**src/hdl/rws_pkg.sv**
```systemverilog
// Shared types and constants for the roulette wheel selector.
package rws_pkg;

  localparam int POP_BITS      = 9;   // population register width
  localparam int ENTRY_BITS    = 8;   // load index width on the input
  localparam int LOAD_FIT_BITS = 32;  // fitness width on the input
  localparam int PICK_BITS     = 40;  // pick value width
  localparam int IDX_OUT_BITS  = 8;   // selected index width on the output

  localparam logic [POP_BITS-1:0] POP_RESET = 9'd256;

  localparam logic REQ_LOAD   = 1'b0;
  localparam logic REQ_SELECT = 1'b1;

  // Token handed from cell to cell during a select
  typedef struct packed {
    logic                    valid;
    logic                    found;
    logic [IDX_OUT_BITS-1:0] idx;
  } ctrl_t;

endpackage

```
**src/hdl/rws_cell.sv**
```systemverilog
// One wheel cell: holds one fitness entry and advances the select token by one slot.
module rws_cell
  import rws_pkg::*;
#(
  parameter int INDEX        = 0,
  parameter int FITNESS_BITS = 32,
  parameter int SUM_W        = 40,
  parameter int CNT_W        = 9
) (
  input  logic                    clk,
  input  logic                    rst_n,
  input  ctrl_t                   ctrl_i,
  input  logic [SUM_W-1:0]        sum_i,
  input  logic [PICK_BITS-1:0]    pick_i,
  input  logic [CNT_W-1:0]        count_i,
  input  logic                    wr_en_i,
  input  logic [ENTRY_BITS-1:0]   wr_idx_i,
  input  logic [FITNESS_BITS-1:0] wr_fit_i,
  output ctrl_t                   ctrl_o,
  output logic [SUM_W-1:0]        sum_o
);

  localparam int CMP_W = (SUM_W > PICK_BITS) ? SUM_W : PICK_BITS;
  localparam logic [CNT_W-1:0] MY_IDX = CNT_W'(INDEX);
  // cells beyond the input index range can never be loaded
  localparam bit REACHABLE = ((INDEX >> ENTRY_BITS) == 0);

  logic [FITNESS_BITS-1:0] fit_r;
  ctrl_t                   ctrl_r;
  ctrl_t                   ctrl_nxt;
  logic [SUM_W-1:0]        sum_r;
  logic [SUM_W-1:0]        sum_nxt;
  logic [SUM_W-1:0]        sum_add;
  logic                    live;
  logic                    hit;
  logic                    wr_hit;

  assign wr_hit  = REACHABLE && wr_en_i && (wr_idx_i == ENTRY_BITS'(INDEX));
  assign live    = ctrl_i.valid && !ctrl_i.found && (MY_IDX < count_i);
  assign sum_add = sum_i + SUM_W'(fit_r);
  assign hit     = CMP_W'(sum_add) >= CMP_W'(pick_i);

  always_comb begin
    ctrl_nxt = ctrl_i;
    sum_nxt  = sum_i;
    if (live) begin
      sum_nxt = sum_add;
      if (hit) begin
        ctrl_nxt.found = 1'b1;
        ctrl_nxt.idx   = IDX_OUT_BITS'(INDEX);
      end
    end
  end

  always_ff @(posedge clk) begin
    if (wr_hit) begin
      fit_r <= wr_fit_i;
    end
  end

  always_ff @(posedge clk) begin
    if (!rst_n) begin
      ctrl_r <= '0;
    end else begin
      ctrl_r <= ctrl_nxt;
    end
  end

  always_ff @(posedge clk) begin
    sum_r <= sum_nxt;
  end

  assign ctrl_o = ctrl_r;
  assign sum_o  = sum_r;

endmodule
```
**config.mk**
```make
export PLATFORM = sky130hd
export DESIGN_NAME = rws_cell
export DESIGN_NICKNAME = d
export VERILOG_FILES = /design/src/hdl/rws_pkg.sv /design/src/hdl/rws_cell.sv
export SDC_FILE = /design/constraint.sdc
export NUM_CORES = 1
export LEC_CHECK = 0
export BUFFER_PORTS_ARGS = -buffer_cell sky130_fd_sc_hd__buf_2
export CAP_MARGIN = 0
export CORE_ASPECT_RATIO = 0.5
export CORE_UTILIZATION = 40
export CTS_CLUSTER_DIAMETER = 80
export DETAILED_ROUTE_END_ITERATION = 6
export GPL_TIMING_DRIVEN = 0
export PLACE_DENSITY = 0.69
export SYNTH_ARGS = -nofsm -noshare
export SYNTH_HDL_FRONTEND = slang
export SYNTH_SLANG_ARGS = --single-unit
```
**constraint.sdc**
```tcl
create_clock -name clk -period 3.95 [get_ports clk]
set_input_delay 0.395 -clock clk [delete_from_list [all_inputs] [get_ports clk]]
set_output_delay 0.395 -clock clk [all_outputs]
set_load 0.01 [all_outputs]
```
==> results of run 1 <==
## power by group
group / total (W) / internal (W) / switching [W]
Combinational: 0.000591 / 0.000268 / 0.000323
Sequential: 0.000931 / 0.000921 / 0.00000946
Clock: 0.000820 / 0.000486 / 0.000334
## path summary, 6_finish.rpt
check / slack, ns / cells past startpoint / endpoint
max reg2reg: -0.26 / 18 / ctrl_o[1]$_SDFF_PN0_
max: -0.26 / 18 / ctrl_o[1]$_SDFF_PN0_
min reg2reg: 0.71 / 3 / sum_o[0]$_DFF_P_
min: 0.22 / 1 / fit_r[27]$_DFFE_PP_
## through the flow
stage	hold WS [ns]	setup TNS, ns	util
6_report	0.223	-2.07	0.554
5_1_grt	0.211	-3.49	0.554
4_1_cts	0.217	-2.96	0.549
3_5_place_dp	0.573	-8.95	0.504
3_3_place_gp	0.573	-15.96	0.502
2_1_floorplan	0.492	0	-
## cell families after synthesis
group                    synth area share
buffers and inverters              0.0479
AO/OA/AOI/OAI                       0.175
adder cells (fa/ha/maj)             0.164
multiplexers                       0.0368
XOR/XNOR                           0.0702
flip-flops                          0.350
AND/OR/NAND/NOR                     0.157
## registers in the layout, summed over array words and instances, names as in the netlist
register	cells
sum_o	40
fit_r	32
ctrl_o	10
## critical path, delay by kind of cell, from the launching register on
| kind | cells | cell delay (ns) |
|---|---|---|
| flops | 1 | 0.41 |
| compound gates | 7 | 1.54 |
| fa+ha+maj | 3 | 0.80 |
| buf+inv | 2 | 0.36 |
| simple gates | 5 | 0.84 |
| xor+xnor | 1 | 0.13 |
## timing repair
action	in CTS	in global routing
hold buffers	0	0
setup buffers	17	5
gates cloned	1	0
pin swaps	30	12
endpoints found under the setup margin	9	9
gates resized for setup	35	12
## area by class of cell
type                    instances  area (sq um)  share of cell area
multi-input cells             472          3660               0.485
flip-flops and latches         82          1960               0.260
repair buffers                215          1150               0.152
well taps                     192           240              0.0318
clock buffers                  12           236              0.0313
inverters                      49           184              0.0243
plain buffers                  17          73.8             0.00977
clock inverters                 4          43.8             0.00580
## cell usage in the layout (no fill, tap or decap), drive strengths merged, types with 17 or more instances in the layout
cell    Yosys  routed
buf         4     219
nand2      80      80
ha         72      72
a21oi      60      60
dfxtp      50      50
inv        49      49
edfxtp     32      32
xnor2      29      29
o21ai      29      29
clkbuf     16      25
nor2       20      20
mux2       18      18
nand4      17      17
and3       17      17
## layer usage
metal | vias to the layer above | routed length (um) | track usage
li1 | 2703 | - | -
met3 | 16 | 1140 | 0.0503
met1 | 2523 | 7640 | 0.301
met4 | 0 | 175 | 0.0500
met2 | 213 | 7450 | 0.368
met5 | - | 0 | 0
==> impl_metrics.yaml, run 1 <==
sta:
  fmax_mhz: 238
  setup_slack_ns: -0.256
  finalSetupViolations: 9
  finalHoldViolCount: 0
  skew_ns: 0.00850
  worstMarginPinSlew_ns: 0.843
  max_slew_margin: 0.438
  slew_viol_final: 0
  rsz0062_at_grt: "true"
  min_period_over_period: 1.06
  min_period_ns: 4.21
synth:
  syn_nets: 837
  synth.distinct_cells: 56
  ys_async_sr_fraction: 0
  synth_top_cell_area_share: 0.178
  synth-seq-cells: 82
  synthFlopType: "dfxtp_1"
  synth.cell_area_sq_um: 5610
  synthCells: 622
  synth-edff-count: 32
  seq_area_frac_synth: 0.350
  yosys-top-cells-area: "dfxtp_1 18%, edfxtp_1 17%, ha_1 16%"
  synthTopCellsByCount: "80 x nand2_1, 72 x ha_1, 60 x a21oi_1"
  yosys.cell_count.top_type: "nand2_1"
  yosys_warnings: 0
  syn_avg_cell_area_sq_um: 9.02
  synth_top_cell_by_area: "dfxtp_1"
floorplan:
  die_h_um: 85.8
  top_level_ports: 192
  die_area_sq_um: 14500
  coreArea_sq_um: 13600
  initial_utilization: 0.412
  die_w_um: 170
  num_rows: 30
setup_path:
  critPathLaunch: "fit_r[0]$_DFFE_PP_"
  worstPathRequired_ns: 4.18
  path_class: "reg2reg"
  crit_chain: "ha_4, fa_2, a21o_1, a221oi_4, or3_4, a311oi_4, a211oi_4, buf_6, nor2_2, xor2_1, ha_1, and4_4, nand4_1, buf_4, a31oi_1, a2111oi_4, a31o_4, and3_4"
  cp.arrival_ns: 4.44
  cpPeakStageDelay_ns: 0.41
  critical_path.endpoint_type: "flop"
  crit_slowest_cell: "edfxtp_1"
  timing.rr.start: "fit_r[0]$_DFFE_PP_"
  cp_max_fo: 6
  critPathLaunchType: "flop"
clock_network:
  cts.sinks: 82
  htreeDepth: 3
  clock-root-buffer: "clkbuf_16"
  numCtsBuffers: 9
  cts_tree: "done"
  clock_latency_ns: 0.34
  clk_pin_slew_ns: 0.07
  cts_buffer_depth: 2
outcome:
  violations: "setup timing"
  status: "finished with violations"
placement:
  placedCellCount: 1007
  dp_slack_ns: -1.03
  gp_congestion: 0.884
  dpl_cell_area_sq_um: 6870
  dp.final_hpwl_um: 12800
  portBuffers: 191
global_route:
  track_usage: 0.224
  gr-total-overflow: 0
  first_global_vias: 5096
  grt_first_pass_wirelength_um: 25000
  antenna_found_initial: 0
  grt_max_degree: 15
flow_run:
  drv_cap: 0
power_and_ir_drop:
  p_leak_nw: 3.59
  vdd_drop_max_mv: 0.167
  total_power_w: 0.00234
  power.density_nw_per_um2: 310
final_layout:
  fin_area_sq_um: 7550
  fin_cells: 1043
  nets: 1061
  insertedDiodeCount: 0
  syn_to_final_growth_pct: 34.6
  n_fill_cell: 1288
  drive_above_1_share: 0.342
route:
  drt_wl_total_um: 16400
  ant_nets: 0
  vias: 5455
  drc: 0
  first_iter_violations: 381
  wl_per_cell_um: 15.7
  drtPass1Iterations: 5
  vias_per_cell: 5.23
min_path:
  hold_path_class: "in2reg"
  worstHoldStart: "wr_fit_i[27]"
Note: power is estimated with default switching activity, not from simulation.
==> inputs of run 2 (changes only) <==
CORE_ASPECT_RATIO = 1.25   (was 0.5)
PLACE_DENSITY = 0.71   (was 0.69)
==> run 2 against run 1 <==
Effect of this change:
- the run still ends with setup timing left
- sequential power is essentially flat
- utilization down 1.7 points
- power rose by 0.73%
- critical path type unchanged
- highest routed layer unchanged
==> impl_metrics.yaml, run 2 (synthesis gave the netlist of run 1 again) <==
outcome:
  status: "finished with violations"
  violations: "setup timing"
setup_path:
  critical_path.endpoint_type: "flop"
  r2r_end: "ctrl_o[1]$_SDFF_PN0_"
  cp_max_fo: 6
  worstPathRequired_ns: 4.20
  path_class: "reg2reg"
  timing.rr.start: "fit_r[0]$_DFFE_PP_"
  cp.arrival_ns: 4.52
  critPathLaunchType: "flop"
  r2r_cells: 16
  rrSetupSlack_ns: -0.32
  endpoint: "ctrl_o[1]$_SDFF_PN0_"
  critPathLaunch: "fit_r[0]$_DFFE_PP_"
min_path:
  worstHoldStart: "wr_fit_i[11]"
  hold_path_class: "in2reg"
floorplan:
  die_area_sq_um: 14500
  top_level_ports: 192
  num_rows: 48
  die_h_um: 134
  initial_utilization: 0.408
  die_w_um: 108
  coreArea_sq_um: 13800
final_layout:
  final_cell_mix: "193 x buf_2, 80 x nand2_1, 71 x ha_1"
  syn_to_final_growth_pct: 31.8
  nets: 1056
  n_fill_cell: 1310
  final_util: 0.538
  layout_commonest_cell: "buf_2"
  drive_above_1_share: 0.319
  insertedDiodeCount: 0
  largest_reg_flops: 40
  fin_cells: 1021
clock_network:
  clock-root-buffer: "clkbuf_16"
  numCtsBuffers: 9
  cts.sinks: 82
  cts_buffer_depth: 2
  htreeDepth: 3
  hold_buffers: 0
  cts_tree: "done"
  clk_pin_slew_ns: 0.07
  clock_latency_ns: 0.35
route:
  vias_per_cell: 5.15
  drtPass1Iterations: 6
  drc: 0
  wl_per_cell_um: 15.5
  drt_wl_total_um: 15800
  ant_nets: 0
  vias: 5259
  first_iter_violations: 273
sta:
  slew_viol_final: 0
  max_slew_margin: 0.457
  finalSetupViolations: 9
  rsz0062_at_grt: "true"
  fin_tns_setup_ns: -2.55
  worstMarginPinSlew_ns: 0.808
  setup_slack_ns: -0.317
  fmax_mhz: 234
  min_period_over_period: 1.08
  skew_ns: 0.0118
  min_period_ns: 4.27
  finalHoldViolCount: 0
power_and_ir_drop:
  power.net_switching_w: 0.000663
  p_seq_frac: 0.395
  p_comb_frac: 0.241
  power.density_nw_per_um2: 319
  vdd_drop_max_mv: 0.180
  clockPowerShare: 0.364
  total_power_w: 0.00236
  switching_share: 0.281
  p_leak_nw: 3.56
  p_int_w: 0.00170
placement:
  dp.final_hpwl_um: 12600
  portBuffers: 191
  gp_congestion: 0.889
  dp_slack_ns: -0.821
  placedCellCount: 990
global_route:
  grt_max_degree: 16
  antenna_found_initial: 0
  first_global_vias: 5095
  grt_first_pass_wirelength_um: 24500
  track_usage: 0.222
  gr-total-overflow: 0
flow_run:
  drv_cap: 0
run 2: worst max-delay path, stage by stage, from the launching register on:
cell and delay [ns]:
edfxtp_1 0.42, ha_4 0.19, fa_2 0.34, a21o_1 0.20, a221oi_4 0.29, o21ai_2 0.11, a221o_1 0.41, o31a_4 0.32
buf_6 0.14, a21boi_2 0.12, xnor2_1 0.09, ha_1 0.29, nand4_1 0.11, nor4_2 0.36, nand4_1 0.25, a31o_2 0.34
and3_1 0.18
run 2: how the worst min path moves through the flow:
stage / endpoint / cells past startpoint
floorplan: sum_o[32]$_DFF_P_ / 1
global placement: fit_r[30]$_DFFE_PP_ / 1
detailed placement: fit_r[19]$_DFFE_PP_ / 1
CTS: fit_r[11]$_DFFE_PP_ / 1
global route: fit_r[19]$_DFFE_PP_ / 1
finish: fit_r[11]$_DFFE_PP_ / 1
run 2: power by group through the flow:
stage / sequential, W / clock [W] / combinational, W
floorplan: 0.000974 / 0 / 0.000302
global placement: 0.000949 / 0 / 0.000529
detailed placement: 0.000949 / 0 / 0.000539
CTS: 0.000931 / 0.000879 / 0.000565
global route: 0.000935 / 0.000918 / 0.000635
finish: 0.000931 / 0.000860 / 0.000569
run 2: cell type report:
class / count / area (sq um) / share of cell area
repair buffers: 207 / 1090 / 0.148
inverters: 49 / 184 / 0.0249
clock inverters: 3 / 16.3 / 0.00220
clock buffers: 13 / 293 / 0.0396
flip-flops and latches: 82 / 1960 / 0.265
plain buffers: 20 / 85.1 / 0.0115
well taps: 175 / 219 / 0.0296
multi-input cells: 472 / 3540 / 0.479
run 2: what timing repair did:
action,CTS,global route
buffers inserted,9,5
resized for setup,14,7
endpoints found under the setup margin,9,9
cloned,1,0
pin swaps,23,8
run 2: per-stage QoR:
stage	hold slack, ns	instance area (sq um)
final	0.219	7390
after global routing	0.212	7390
after CTS	0.211	7340
after detailed placement	0.573	6860
after global placement	0.573	6820
after floorplan	0.492	5650
run 2: layer usage:
metal | wire length (um) | GRT usage
met5 | 0 | 0
met4 | 319 | 0.0852
met3 | 918 | 0.0462
met2 | 8060 | 0.401
met1 | 6510 | 0.251
